### src/rtl/dda_pkg.sv
// Package for the DDA line pixel generator: widths, counter sizes and the
// result structs passed from the square-root and divider units to the top level.
// No dependencies.
package dda_pkg;

  localparam int COORD_BITS = 12;
  localparam int FRAC_BITS  = 32;
  localparam int COLOUR_BITS = 32;

  localparam int POS_BITS  = COORD_BITS + FRAC_BITS;   // unsigned C.F position
  localparam int STEP_BITS = FRAC_BITS + 2;            // signed 1.F step
  localparam int QUOT_BITS = FRAC_BITS + 1;            // step magnitude, <= 1.0
  localparam int CNT_BITS  = COORD_BITS + 1;           // pixel count / sqrt root
  localparam int SQ_BITS   = 2 * COORD_BITS + 1;       // dx^2 + dy^2
  localparam int RAD_BITS  = 2 * CNT_BITS;             // radicand, even width

  localparam int SQ_ITERS  = CNT_BITS;                 // one root bit per cycle
  localparam int SQ_CNT_W  = $clog2(SQ_ITERS + 1);
  localparam int DIV_ITERS = COORD_BITS + FRAC_BITS;   // one quotient bit per cycle
  localparam int DIV_CNT_W = $clog2(DIV_ITERS + 1);

  // input transaction command codes
  typedef enum logic {
    CMD_LOAD = 1'b0,
    CMD_STEP = 1'b1
  } dda_cmd_t;

  typedef struct packed {
    logic                done;
    logic [CNT_BITS-1:0] root;
  } dda_sqrt_res_t;

  typedef struct packed {
    logic                 done;
    logic [QUOT_BITS-1:0] quot;
  } dda_div_res_t;

endpackage

### src/rtl/dda_sqrt.sv
// Iterative integer floor square root, one root bit per cycle.
// Depends on dda_pkg.
module dda_sqrt import dda_pkg::*; (
  input  logic                clk,
  input  logic                rst_n,
  input  logic                start,
  input  logic [SQ_BITS-1:0]  radicand,
  output dda_sqrt_res_t       res
);

  logic                busy_r;
  logic                done_r;
  logic [SQ_CNT_W-1:0] cnt_r;
  logic [RAD_BITS-1:0] rad_r;
  logic [CNT_BITS+1:0] rem_r;
  logic [CNT_BITS-1:0] root_r;

  logic [CNT_BITS+3:0] rem_sh;
  logic [CNT_BITS+3:0] trial;
  logic                take;

  always_comb begin
    rem_sh = {rem_r, rad_r[RAD_BITS-1 -: 2]};
    trial  = {2'b00, root_r, 2'b01};
    take   = (rem_sh >= trial);
  end

  always_ff @(posedge clk) begin
    if (!rst_n) begin
      busy_r <= 1'b0;
      done_r <= 1'b0;
      cnt_r  <= '0;
    end else begin
      done_r <= 1'b0;
      if (start) begin
        busy_r <= 1'b1;
        cnt_r  <= '0;
        rad_r  <= {{(RAD_BITS-SQ_BITS){1'b0}}, radicand};
        rem_r  <= '0;
        root_r <= '0;
      end else if (busy_r) begin
        rad_r <= {rad_r[RAD_BITS-3:0], 2'b00};
        if (take) begin
          rem_r  <= CNT_BITS'(0) + (CNT_BITS+2)'(rem_sh - trial);
          root_r <= {root_r[CNT_BITS-2:0], 1'b1};
        end else begin
          rem_r  <= (CNT_BITS+2)'(rem_sh);
          root_r <= {root_r[CNT_BITS-2:0], 1'b0};
        end
        cnt_r <= cnt_r + 1'b1;
        if (cnt_r == SQ_CNT_W'(SQ_ITERS - 1)) begin
          busy_r <= 1'b0;
          done_r <= 1'b1;
        end
      end
    end
  end

  assign res.done = done_r;
  assign res.root = root_r;

endmodule

### src/rtl/dda_div.sv
// Restoring divider, one quotient bit per cycle: (mag << FRAC_BITS) / divisor.
// Depends on dda_pkg.
module dda_div import dda_pkg::*; (
  input  logic                  clk,
  input  logic                  rst_n,
  input  logic                  start,
  input  logic [COORD_BITS-1:0] mag,
  input  logic [CNT_BITS-1:0]   divisor,
  output dda_div_res_t          res
);

  logic                 busy_r;
  logic                 done_r;
  logic [DIV_CNT_W-1:0] cnt_r;
  logic [DIV_ITERS-1:0] quo_r;    // dividend shifts out the top, quotient in
  logic [CNT_BITS-1:0]  rem_r;
  logic [CNT_BITS-1:0]  div_r;

  logic [CNT_BITS:0]    rem_sh;
  logic                 take;

  always_comb begin
    rem_sh = {rem_r, quo_r[DIV_ITERS-1]};
    take   = (rem_sh >= {1'b0, div_r});
  end

  always_ff @(posedge clk) begin
    if (!rst_n) begin
      busy_r <= 1'b0;
      done_r <= 1'b0;
      cnt_r  <= '0;
    end else begin
      done_r <= 1'b0;
      if (start) begin
        busy_r <= 1'b1;
        cnt_r  <= '0;
        quo_r  <= {mag, {FRAC_BITS{1'b0}}};
        rem_r  <= '0;
        div_r  <= divisor;
      end else if (busy_r) begin
        if (take) begin
          rem_r <= CNT_BITS'(rem_sh - {1'b0, div_r});
          quo_r <= {quo_r[DIV_ITERS-2:0], 1'b1};
        end else begin
          rem_r <= CNT_BITS'(rem_sh);
          quo_r <= {quo_r[DIV_ITERS-2:0], 1'b0};
        end
        cnt_r <= cnt_r + 1'b1;
        if (cnt_r == DIV_CNT_W'(DIV_ITERS - 1)) begin
          busy_r <= 1'b0;
          done_r <= 1'b1;
        end
      end
    end
  end

  assign res.done = done_r;
  assign res.quot = quo_r[QUOT_BITS-1:0];

endmodule

### src/rtl/dda_line_pixel_generator.sv
// Top level of the DDA line pixel generator: load sequencer, position
// accumulators and output register. Depends on dda_pkg, dda_sqrt, dda_div.
//
//  channel | direction | ports                                         | handshake
//  --------+-----------+-----------------------------------------------+----------------------
//  in      | input     | in_command, in_start_x/y, in_end_x/y, colour  | in_valid / in_ready
//  out     | output    | out_pixel_x/y, out_pixel_colour, last_pixel   | out_valid / out_ready
//
// Steps can be accepted every cycle while the output register drains. A load
// holds the input from its accept edge to the next accept edge while the
// sequencer enters the root state, starts the root, runs the root, hands the
// root to the divider, divides for x, restarts the divider for y, divides for y
// and returns to idle; a zero-length line skips the divider. in_ready is low
// for the whole load.
// Reset (rst_n low, synchronous) clears the sequencer, the line state and the
// output valid. A stalled output holds its pixel; a new step is accepted in
// the cycle the held pixel is taken.
module dda_line_pixel_generator import dda_pkg::*; (
  input  logic                   clk,
  input  logic                   rst_n,
  input  logic                   in_valid,
  output logic                   in_ready,
  input  logic                   in_command,
  input  logic [COORD_BITS-1:0]  in_start_x,
  input  logic [COORD_BITS-1:0]  in_start_y,
  input  logic [COORD_BITS-1:0]  in_end_x,
  input  logic [COORD_BITS-1:0]  in_end_y,
  input  logic [COLOUR_BITS-1:0] in_line_colour,
  output logic                   out_valid,
  input  logic                   out_ready,
  output logic [COORD_BITS-1:0]  out_pixel_x,
  output logic [COORD_BITS-1:0]  out_pixel_y,
  output logic [COLOUR_BITS-1:0] out_pixel_colour,
  output logic                   out_last_pixel
);

  typedef enum logic [2:0] {
    S_IDLE,
    S_SQ_START,
    S_SQ_WAIT,
    S_DIVX_WAIT,
    S_DIVY_WAIT
  } state_t;

  state_t                 state_r;

  // line state
  logic [POS_BITS-1:0]    pos_x_r;
  logic [POS_BITS-1:0]    pos_y_r;
  logic [STEP_BITS-1:0]   step_dx_r;
  logic [STEP_BITS-1:0]   step_dy_r;
  logic [CNT_BITS-1:0]    pixels_left_r;
  logic [COLOUR_BITS-1:0] held_colour_r;

  // load working registers
  logic [COORD_BITS-1:0]  mag_x_r;
  logic [COORD_BITS-1:0]  mag_y_r;
  logic                   neg_x_r;
  logic                   neg_y_r;
  logic [CNT_BITS-1:0]    count_r;

  // output register
  logic                   out_valid_r;
  logic [COORD_BITS-1:0]  out_x_r;
  logic [COORD_BITS-1:0]  out_y_r;
  logic [COLOUR_BITS-1:0] out_colour_r;
  logic                   out_last_r;

  logic                   in_fire;
  logic                   load_fire;
  logic                   step_fire;
  logic                   emit;

  logic                   sq_start;
  logic [SQ_BITS-1:0]     sq_sum;
  dda_sqrt_res_t          sq_res;

  logic                   div_start;
  logic [COORD_BITS-1:0]  div_mag;
  logic [CNT_BITS-1:0]    div_divisor;
  dda_div_res_t           div_res;

  logic [STEP_BITS-1:0]   step_signed;
  logic                   neg_sel;

  assign in_ready  = (state_r == S_IDLE) && (!out_valid_r || out_ready);
  assign in_fire   = in_valid && in_ready;
  assign load_fire = in_fire && (in_command == CMD_LOAD);
  assign step_fire = in_fire && (in_command == CMD_STEP);
  assign emit      = step_fire && (pixels_left_r != '0);

  // sum of squares feeds the root unit straight from the magnitude registers
  assign sq_sum   = SQ_BITS'(mag_x_r) * SQ_BITS'(mag_x_r)
                  + SQ_BITS'(mag_y_r) * SQ_BITS'(mag_y_r);
  assign sq_start = (state_r == S_SQ_START);

  // divider: x right after the root, y right after x
  always_comb begin
    div_start   = 1'b0;
    div_mag     = mag_x_r;
    div_divisor = count_r;
    if (state_r == S_SQ_WAIT && sq_res.done && sq_res.root != '0) begin
      div_start   = 1'b1;
      div_divisor = sq_res.root;
    end else if (state_r == S_DIVX_WAIT && div_res.done) begin
      div_start = 1'b1;
      div_mag   = mag_y_r;
    end
  end

  // apply the axis sign to the quotient, 1.F two's complement
  assign neg_sel     = (state_r == S_DIVX_WAIT) ? neg_x_r : neg_y_r;
  assign step_signed = neg_sel ? (STEP_BITS'(0) - {1'b0, div_res.quot})
                               : {1'b0, div_res.quot};

  dda_sqrt u_sqrt (
    .clk      (clk),
    .rst_n    (rst_n),
    .start    (sq_start),
    .radicand (sq_sum),
    .res      (sq_res)
  );

  dda_div u_div (
    .clk     (clk),
    .rst_n   (rst_n),
    .start   (div_start),
    .mag     (div_mag),
    .divisor (div_divisor),
    .res     (div_res)
  );

  always_ff @(posedge clk) begin
    if (!rst_n) begin
      state_r       <= S_IDLE;
      pos_x_r       <= '0;
      pos_y_r       <= '0;
      step_dx_r     <= '0;
      step_dy_r     <= '0;
      pixels_left_r <= '0;
      held_colour_r <= '0;
      out_valid_r   <= 1'b0;
    end else begin
      // a pixel taken in the cycle a new one is emitted is refilled below
      if (out_valid_r && out_ready && !emit) begin
        out_valid_r <= 1'b0;
      end

      case (state_r)
        S_IDLE: begin
          if (load_fire) begin
            // new line replaces any line in progress
            mag_x_r       <= (in_end_x >= in_start_x) ? in_end_x - in_start_x
                                                      : in_start_x - in_end_x;
            mag_y_r       <= (in_end_y >= in_start_y) ? in_end_y - in_start_y
                                                      : in_start_y - in_end_y;
            neg_x_r       <= (in_end_x < in_start_x);
            neg_y_r       <= (in_end_y < in_start_y);
            pos_x_r       <= {in_start_x, {FRAC_BITS{1'b0}}};
            pos_y_r       <= {in_start_y, {FRAC_BITS{1'b0}}};
            held_colour_r <= in_line_colour;
            pixels_left_r <= '0;
            state_r       <= S_SQ_START;
          end else if (emit) begin
            out_valid_r   <= 1'b1;
            out_x_r       <= pos_x_r[POS_BITS-1 -: COORD_BITS];
            out_y_r       <= pos_y_r[POS_BITS-1 -: COORD_BITS];
            out_colour_r  <= held_colour_r;
            out_last_r    <= (pixels_left_r == CNT_BITS'(1));
            pos_x_r       <= pos_x_r + {{(POS_BITS-STEP_BITS){step_dx_r[STEP_BITS-1]}},
                                        step_dx_r};
            pos_y_r       <= pos_y_r + {{(POS_BITS-STEP_BITS){step_dy_r[STEP_BITS-1]}},
                                        step_dy_r};
            pixels_left_r <= pixels_left_r - 1'b1;
          end
        end
        S_SQ_START: begin
          state_r <= S_SQ_WAIT;
        end
        S_SQ_WAIT: begin
          if (sq_res.done) begin
            count_r <= sq_res.root;
            if (sq_res.root == '0) begin
              // zero-length line: no steps, no pixels
              step_dx_r <= '0;
              step_dy_r <= '0;
              state_r   <= S_IDLE;
            end else begin
              state_r <= S_DIVX_WAIT;
            end
          end
        end
        S_DIVX_WAIT: begin
          if (div_res.done) begin
            step_dx_r <= step_signed;
            state_r   <= S_DIVY_WAIT;
          end
        end
        S_DIVY_WAIT: begin
          if (div_res.done) begin
            step_dy_r     <= step_signed;
            pixels_left_r <= count_r;
            state_r       <= S_IDLE;
          end
        end
        default: begin
          state_r <= S_IDLE;
        end
      endcase
    end
  end

  assign out_valid        = out_valid_r;
  assign out_pixel_x      = out_x_r;
  assign out_pixel_y      = out_y_r;
  assign out_pixel_colour = out_colour_r;
  assign out_last_pixel   = out_last_r;

  // no transaction accepted while a load is being worked out
  a_busy_not_ready: assert property (@(posedge clk) disable iff (!rst_n)
    (state_r != S_IDLE) |-> !in_ready)
    else $error("input ready during line set-up");

  // the final pixel empties the line and is flagged
  a_last_pixel: assert property (@(posedge clk) disable iff (!rst_n)
    (emit && pixels_left_r == CNT_BITS'(1)) |=> (pixels_left_r == '0) && out_last_r)
    else $error("last pixel not flagged or line not emptied");

  // root unit finishes only while the sequencer waits for it
  a_sqrt_done: assert property (@(posedge clk) disable iff (!rst_n)
    sq_res.done |-> (state_r == S_SQ_WAIT))
    else $error("square root result outside its wait state");

  // divider finishes only while the sequencer waits for it
  a_div_done: assert property (@(posedge clk) disable iff (!rst_n)
    div_res.done |-> (state_r == S_DIVX_WAIT || state_r == S_DIVY_WAIT))
    else $error("divider result outside its wait states");

endmodule
### config.mk
export PLATFORM = sky130hd
export DESIGN_NAME = dda_line_pixel_generator
export DESIGN_NICKNAME = d
export VERILOG_FILES = /design/src/rtl/dda_pkg.sv /design/src/rtl/dda_sqrt.sv /design/src/rtl/dda_div.sv /design/src/rtl/dda_line_pixel_generator.sv
export SDC_FILE = /design/constraint.sdc
export NUM_CORES = 2
export LEC_CHECK = 0
export BUFFER_PORTS_ARGS = -buffer_cell sky130_fd_sc_hd__buf_2
export CAP_MARGIN = 20
export CORE_ASPECT_RATIO = 0.6
export CORE_MARGIN = 2
export CORE_UTILIZATION = 35
export CTS_BUF_LIST = sky130_fd_sc_hd__clkbuf_2
export CTS_CLUSTER_SIZE = 16
export DETAILED_ROUTE_END_ITERATION = 6
export PLACE_DENSITY = 0.51
export SLEW_MARGIN = 15
export SYNTH_ARGS = -nofsm -noshare
export SYNTH_HDL_FRONTEND = slang
export SYNTH_SLANG_ARGS = --single-unit
### constraint.sdc
create_clock -name clk -period 7.91 [get_ports clk]
set_clock_uncertainty 0.15 [all_clocks]
set_input_delay 0.3955 -clock clk [delete_from_list [all_inputs] [get_ports clk]]
set_output_delay 0.3955 -clock clk [all_outputs]
set_load 0.01 [all_outputs]
Yosys cells after proc, flatten, opt, wreduce, memory -nomap -nowiden
Cells that the tools add are included.
{"block": "op_classes", "addsub": 13, "n_mul": 2, "magnitude_cmp": 6, "n_eq_ne": 13, "muxes": 51, "n_bitwise": 5, "n_reduce_logical": 39}
{"cell": "$mux 44", "count": 6}
{"cell": "$mux 34", "count": 4}
{"cell": "$pmux 34 s2", "count": 2}
{"cell": "$mux 13", "count": 7}
{"cell": "$add 44x44->44", "count": 2}
{"cell": "$mul 12x12->24", "count": 2}
{"cell": "$mux 12", "count": 4}
{"cell": "$sub 12x12->12", "count": 4}
{"cell": "$sub 1x33->34 const A", "count": 1}
{"cell": "$mux 15", "count": 2}
{"cell": "$mux 26", "count": 1}
{"cell": "$pmux 13 s2", "count": 1}
{"cell": "$reduce_bool 13->1", "count": 2}
{"cell": "$add 24x24->25", "count": 1}
{"cell": "$mux 25", "count": 1}
{"cell": "$ge 12x12->1", "count": 2}
{"cell": "$lt 12x12->1", "count": 2}
{"cell": "$ge 17x15->1", "count": 1}
{"cell": "$mux 1", "count": 17}
{"cell": "$reduce_and 4->1", "count": 4}
{"cell": "$pmux 3 s5", "count": 1}
{"cell": "$sub 15x15->15", "count": 1}
{"cell": "$ge 14x13->1", "count": 1}
{"cell": "$eq 13x1->1 const B", "count": 1}
{"cell": "other kinds (25)", "count": 59}
{"block": "totals", "ff_bits": 439, "output_inout_bits": 59, "elab_cells": 160}

Depth between registers and ports, before layout
{"block": "depth", "depth_word": 12, "depth_mapped": 27, "depth_no_buf": 27}

Modules after synthesis
A second synthesis with hierarchy kept.
{"block": "unflattened", "hier_cells": 3617, "hier_area_um2": 33796.2}
{"module": "dda_line_pixel_generator", "n_inst": 1, "cells_per_inst": 3015, "area_per_inst_um2": 26482.9, "seq_area_each_um2": 6986.7}
{"module": "dda_div", "n_inst": 1, "cells_per_inst": 308, "area_per_inst_um2": 3960.0, "seq_area_each_um2": 2262.2}
{"module": "dda_sqrt", "n_inst": 1, "cells_per_inst": 294, "area_per_inst_um2": 3353.2, "seq_area_each_um2": 1741.7}

Worst setup path after synthesis
OpenSTA, ideal clock, no wires.
{"block": "synth_path", "path_type": "reg2reg", "start": "reg mag_y_r[2]", "end": "reg u_sqrt.rad_r[23] (data pin)", "setup_time_ns": 0.268, "t_arrival_ns": 6.455, "required_ns": 7.492, "path_slack_ns": 1.037, "stages_incl_launch_ff": 23, "period_less_slack_ns": 6.873, "cell_sequence": "edfxtp_1 > clkbuf_1 > and2_1 > fa_1 > fa_1 > fa_1 > fa_1 > fa_1 > fa_1 > inv_1 > fa_1 > inv_1 > ha_1 > and2_1 > a221o_1 > a21o_1 > a21o_1 > a22o_1 > a31oi_1 > a211o_1 > o21ai_0 > xnor2_1 > o21ai_0"}
{"block": "synth_between", "elab_chain_len": 3}
{"item": "from (decl)", "line_no": "dda_line_pixel_generator.sv:57", "rtl": "logic [COORD_BITS-1:0] mag_y_r;"}
{"item": "from (signal assigned)", "line_no": "dda_line_pixel_generator.sv:155", "rtl": "mag_y_r <= (in_end_y >= in_start_y) ? in_end_y - in_start_y"}
{"item": "$mul 12x12->24", "line_no": "dda_line_pixel_generator.sv:94", "rtl": "+ SQ_BITS'(mag_y_r) * SQ_BITS'(mag_y_r);"}
{"item": "$add 24x24->25", "line_no": "dda_line_pixel_generator.sv:94"}
{"item": "$mux 25", "line_no": "dda_sqrt.sv:35", "rtl": "if (start) begin"}
{"item": "to (signal assigned)", "line_no": "dda_sqrt.sv:38", "rtl": "rad_r <= {{(RAD_BITS-SQ_BITS){1'b0}}, radicand};"}
{"item": "to (signal assigned)", "line_no": "dda_sqrt.sv:42", "rtl": "rad_r <= {rad_r[RAD_BITS-3:0], 2'b00};"}
{"item": "to (decl)", "line_no": "dda_sqrt.sv:14", "rtl": "logic [RAD_BITS-1:0] rad_r;"}
Every way passes these cells.
A chain may end at the register's enable or synchronous reset.

Worst setup path after layout
{"block": "layout_path", "start": "reg mag_x_r[1]", "end": "reg u_sqrt.rad_r[23] (data pin)"}
{"block": "layout_between", "elab_chain_len": 3}
{"item": "from (decl)", "line_no": "dda_line_pixel_generator.sv:56", "rtl": "logic [COORD_BITS-1:0] mag_x_r;"}
{"item": "from (signal assigned)", "line_no": "dda_line_pixel_generator.sv:153", "rtl": "mag_x_r <= (in_end_x >= in_start_x) ? in_end_x - in_start_x"}
{"item": "$mul 12x12->24", "line_no": "dda_line_pixel_generator.sv:93", "rtl": "assign sq_sum = SQ_BITS'(mag_x_r) * SQ_BITS'(mag_x_r)"}
{"item": "$add 24x24->25", "line_no": "dda_line_pixel_generator.sv:94"}
{"item": "$mux 25", "line_no": "dda_sqrt.sv:35"}
Every way passes these cells.

==> impl_metrics.csv <==
group,metric,value,unit
sta,tightest_slew,1.08,ns
worst_setup_path,worstPathRequired,8.88,ns
worst_setup_path,critPathLaunchType,"flop",
final_layout,layout-drive-gt1-share,10.1,%
worst_setup_path,arrival,8.16,ns
final_layout,fillers,9259,
final_layout,final_cell_mix,"438 x inv_1, 351 x nand2_1, 288 x nor2_1",
synthesis,synth.largest_area_cell,"edfxtp_1",
cts,path_clk_slew,0.12,ns
final_layout,syn2layout_area_growth,17.3,%
cts,cts_buffers,113,
final_layout,post-route-util,41.7,%
floorplanning,dieArea,96300,um2
pwr,p_clk_share,14.1,%
global_routing,grt_overflow_total,0,
synthesis,synth_top_area_share,20.1,%
synthesis,synth_cell_types,80,
pwr,p_leak,17.4,nW
floorplanning,die_w,399,um
global_routing,antenna_found_initial,3,
sta,fin_setup_tns,0,ns
synthesis,synth_fp_nets,4167,
placed_design,io_buffers,143,
sta,finalCriticalPeriod,7.19,ns
sta,setup_viol,0,
synthesis,async_flop_share,0,%
synthesis,synth_warnings,0,
pwr,power_frac_seq,20.9,%
routing,wl_per_cell,18.2,um
sta,timing.hold.ws,0.232,ns
global_routing,grt_pass1_wl,152,mm
synthesis,synthSimpleGateAreaFrac,15.6,%
synthesis,syn_area_per_cell,9.11,um2
pwr,switching_share,46.5,%
pwr,intPower,6.81,mW
worst_setup_path,r2r_slack,0.72,ns
floorplanning,io_pins,144,
cts,post_cts_buffers,0,
synthesis,synthXorXnorAreaFrac,4.33,%
synthesis,synthFlopType,"edfxtp_1",
cts,h-tree-depth,3,
pwr,p_comb_share,65.0,%
final_layout,final_common_cell,"inv_1",
routing,drt-total-wl,96.6,mm
synthesis,yosys.area_share.adder,23.3,%
floorplanning,rows,86,
worst_setup_path,worstSetupEndpointType,"flop",
worst_setup_path,crit_type,"reg2reg",
synthesis,syn_area,32800,um2
placed_design,placed_area,34800,um2
cts,clockBufferDepth,3,
placed_design,gp_congestion,0.873,
routing,drcViolationCount,0,
pwr,p_per_area,331,nW/um2
final_layout,fin_nets,4553,
sta,relSlewSlack,28.3,%
synthesis,ys_ff_latch,439,
sta,fmax,139,MHz
global_routing,grt_max_degree,74,
sta,finalMaxSlewViolations,0,
pwr,power,12.7,mW
run_status,status,"complete, no violations",
routing,via_per_inst,5.02,
floorplanning,start_util,35.5,%
synthesis,synthMuxAreaShare,1.27,%
global_routing,grt_pass1_vias,26039,
sta,hold_violations,0,
synthesis,synth_top_family_by_area,"adder cells",
cts,clk_latency,1.37,ns
placed_design,hpwl,69.3,mm
synthesis,synth_compound_area_share,15.1,%
final_layout,fin_area,38500,um2
pwr,p_switching,5.93,mW
global_routing,grtUsageTotal,20.2,%
cts,clock_sink_count,439,
cts,root_buffer,"clkbuf_2",
routing,initialDrtViolationCount,2038,
worst_hold_path,min_path_type,"in2reg",
floorplanning,dieHeight,241,um
routing,ant_nets,0,
floorplanning,core,92300,um2
routing,dr_total_vias,26673,
flow_run,maxCapViolCount,0,
synthesis,synth-edff-count,220,
synthesis,ys_seq_area_share,33.5,%
sta,rsz0062_at_grt,"no",
cts,cts_tree,"built",
worst_setup_path,cp_max_fo,13,
routing,drt-pass1-iter-count,5,
pwr,ir_worst_vdd,0.000561,V
sta,finalCritPeriodShare,90.9,%
synthesis,synthCells,3599,
synthesis,synth_area_leaders,"edfxtp_1 20%, dfxtp_1 13%, fa_1 13%",
==> cells in the mapped netlist (9+ instances only) <==
library cell and instances:
clkbuf_1 146, inv_1 439, nor2_1 292, xor2_1 67, o21a_1 20, xnor2_1 95
dfxtp_1 219, a22oi_1 46, nand2b_1 26, nor2b_1 32, mux2i_1 37, nand3_1 84
a211oi_1 28, fa_1 211, o211ai_1 11, and4_1 9, edfxtp_1 220, or2_2 12
a21o_1 84, ha_1 272, a221oi_1 14, nor3_1 54, a31oi_1 26, and2_1 87
o31ai_1 17, nor4_1 14, nand4_1 29, nand2_1 351, or3_1 18, o21ai_0 154
o21bai_1 18, a21boi_0 19, and3_1 48, a21oi_1 262
==> worst max-delay path, stage by stage (launching register included) <==
cell and delay [ns]:
edfxtp_1 0.72, and2_1 0.24, inv_1 0.07, fa_1 0.53
inv_1 0.06, fa_1 0.46, fa_1 0.48, fa_1 0.57
fa_1 0.44, fa_1 0.54, inv_1 0.05, fa_1 0.52
inv_1 0.04, ha_1 0.34, and2_1 0.19, a221o_1 0.32
a21o_1 0.17, a21o_1 0.18, a22o_1 0.17, a31oi_1 0.20
a211o_1 0.19, o21ai_0 0.14, xnor2_1 0.15, o21ai_0 0.08
==> power groups by stage <==
| stage | combinational (mW) | clock [mW] | sequential (mW) |
|---|---|---|---|
| after floorplan | 6.22 | 0 | 2.68 |
| after global placement | 8.16 | 0 | 2.72 |
| after detailed placement | 8.14 | 0 | 2.72 |
| after CTS | 8.34 | 1.87 | 2.67 |
| after global routing | 9.43 | 1.99 | 2.68 |
| final | 8.28 | 1.80 | 2.67 |
==> cell type report <==
type                    instances  area (um2)  share of cell area (%)
multi-input cells            2561       19600                    51.0
flip-flops and latches        439       11000                    28.6
repair buffers                430        3490                    9.08
inverters                     440        1660                    4.31
well taps                    1232        1540                    4.01
clock buffers                 160         801                    2.08
clock inverters                49         339                   0.881
diodes                          6        15.0                  0.0390
==> state kept, by name, indices dropped and copies added (netlist names), 4 cells and up <==
signal / flops
count_r: 13
held_colour_r: 32
mag_x_r: 12
mag_y_r: 12
out_pixel_colour: 32
out_pixel_x: 12
out_pixel_y: 12
pixels_left_r: 13
pos_x_r: 44
pos_y_r: 44
step_dx_r: 34
step_dy_r: 34
u_div.cnt_r: 6
u_div.div_r: 13
u_div.quo_r: 44
u_div.rem_r: 13
u_sqrt.cnt_r: 4
u_sqrt.rad_r: 26
u_sqrt.rem_r: 15
u_sqrt.root_r: 13
==> cells by family (layout without fill, tap and decap cells) <==
kind of cell	Yosys count	after routing
other	0	6
DFF	439	439
adders and majority gates	483	483
and+or+nand+nor	1091	1091
xor gates and xnor gates	162	162
buffers and inverters	599	1079
muxes	41	41
AOI/OAI and AO/OA	784	784
==> routing by layer <==
metal / vias up / GRT usage, % / part of all wire, %
met5: - / 0 / 0
met4: 0 / 4.88 / 1.8
met3: 113 / 5.64 / 7.9
met2: 762 / 26.2 / 37
met1: 12679 / 32.1 / 53
li1: 13119 / - / -
==> what timing repair did <==
action / 4_1_cts / 5_1_grt
resized for setup: 0 / 0
endpoints found under the hold margin: 177 / 0
setup endpoints to repair: 0 / 0
hold buffers: 249 / 0
==> per-stage QoR <==
stage,worst slack [ns],std cells
after floorplan,1.04,3599
after global placement,0.698,4853
after detailed placement,0.591,4853
after CTS,0.700,5311
after global routing,0.335,5317
final,0.717,5317
==> final timing paths <==
path	end	cells after the start	start
max	u_sqrt.rad_r[23]$_DFFE_PP_	23	mag_x_r[1]$_DFFE_PP_
min	mag_x_r[2]$_DFFE_PP_	4	in_end_x[2]
min reg2reg	out_pixel_colour[17]$_DFFE_PP_	0	held_colour_r[17]$_SDFFE_PN0P_
max reg2reg	u_sqrt.rad_r[23]$_DFFE_PP_	23	mag_x_r[1]$_DFFE_PP_
No activity file was read; power rests on OpenSTA's default activity.
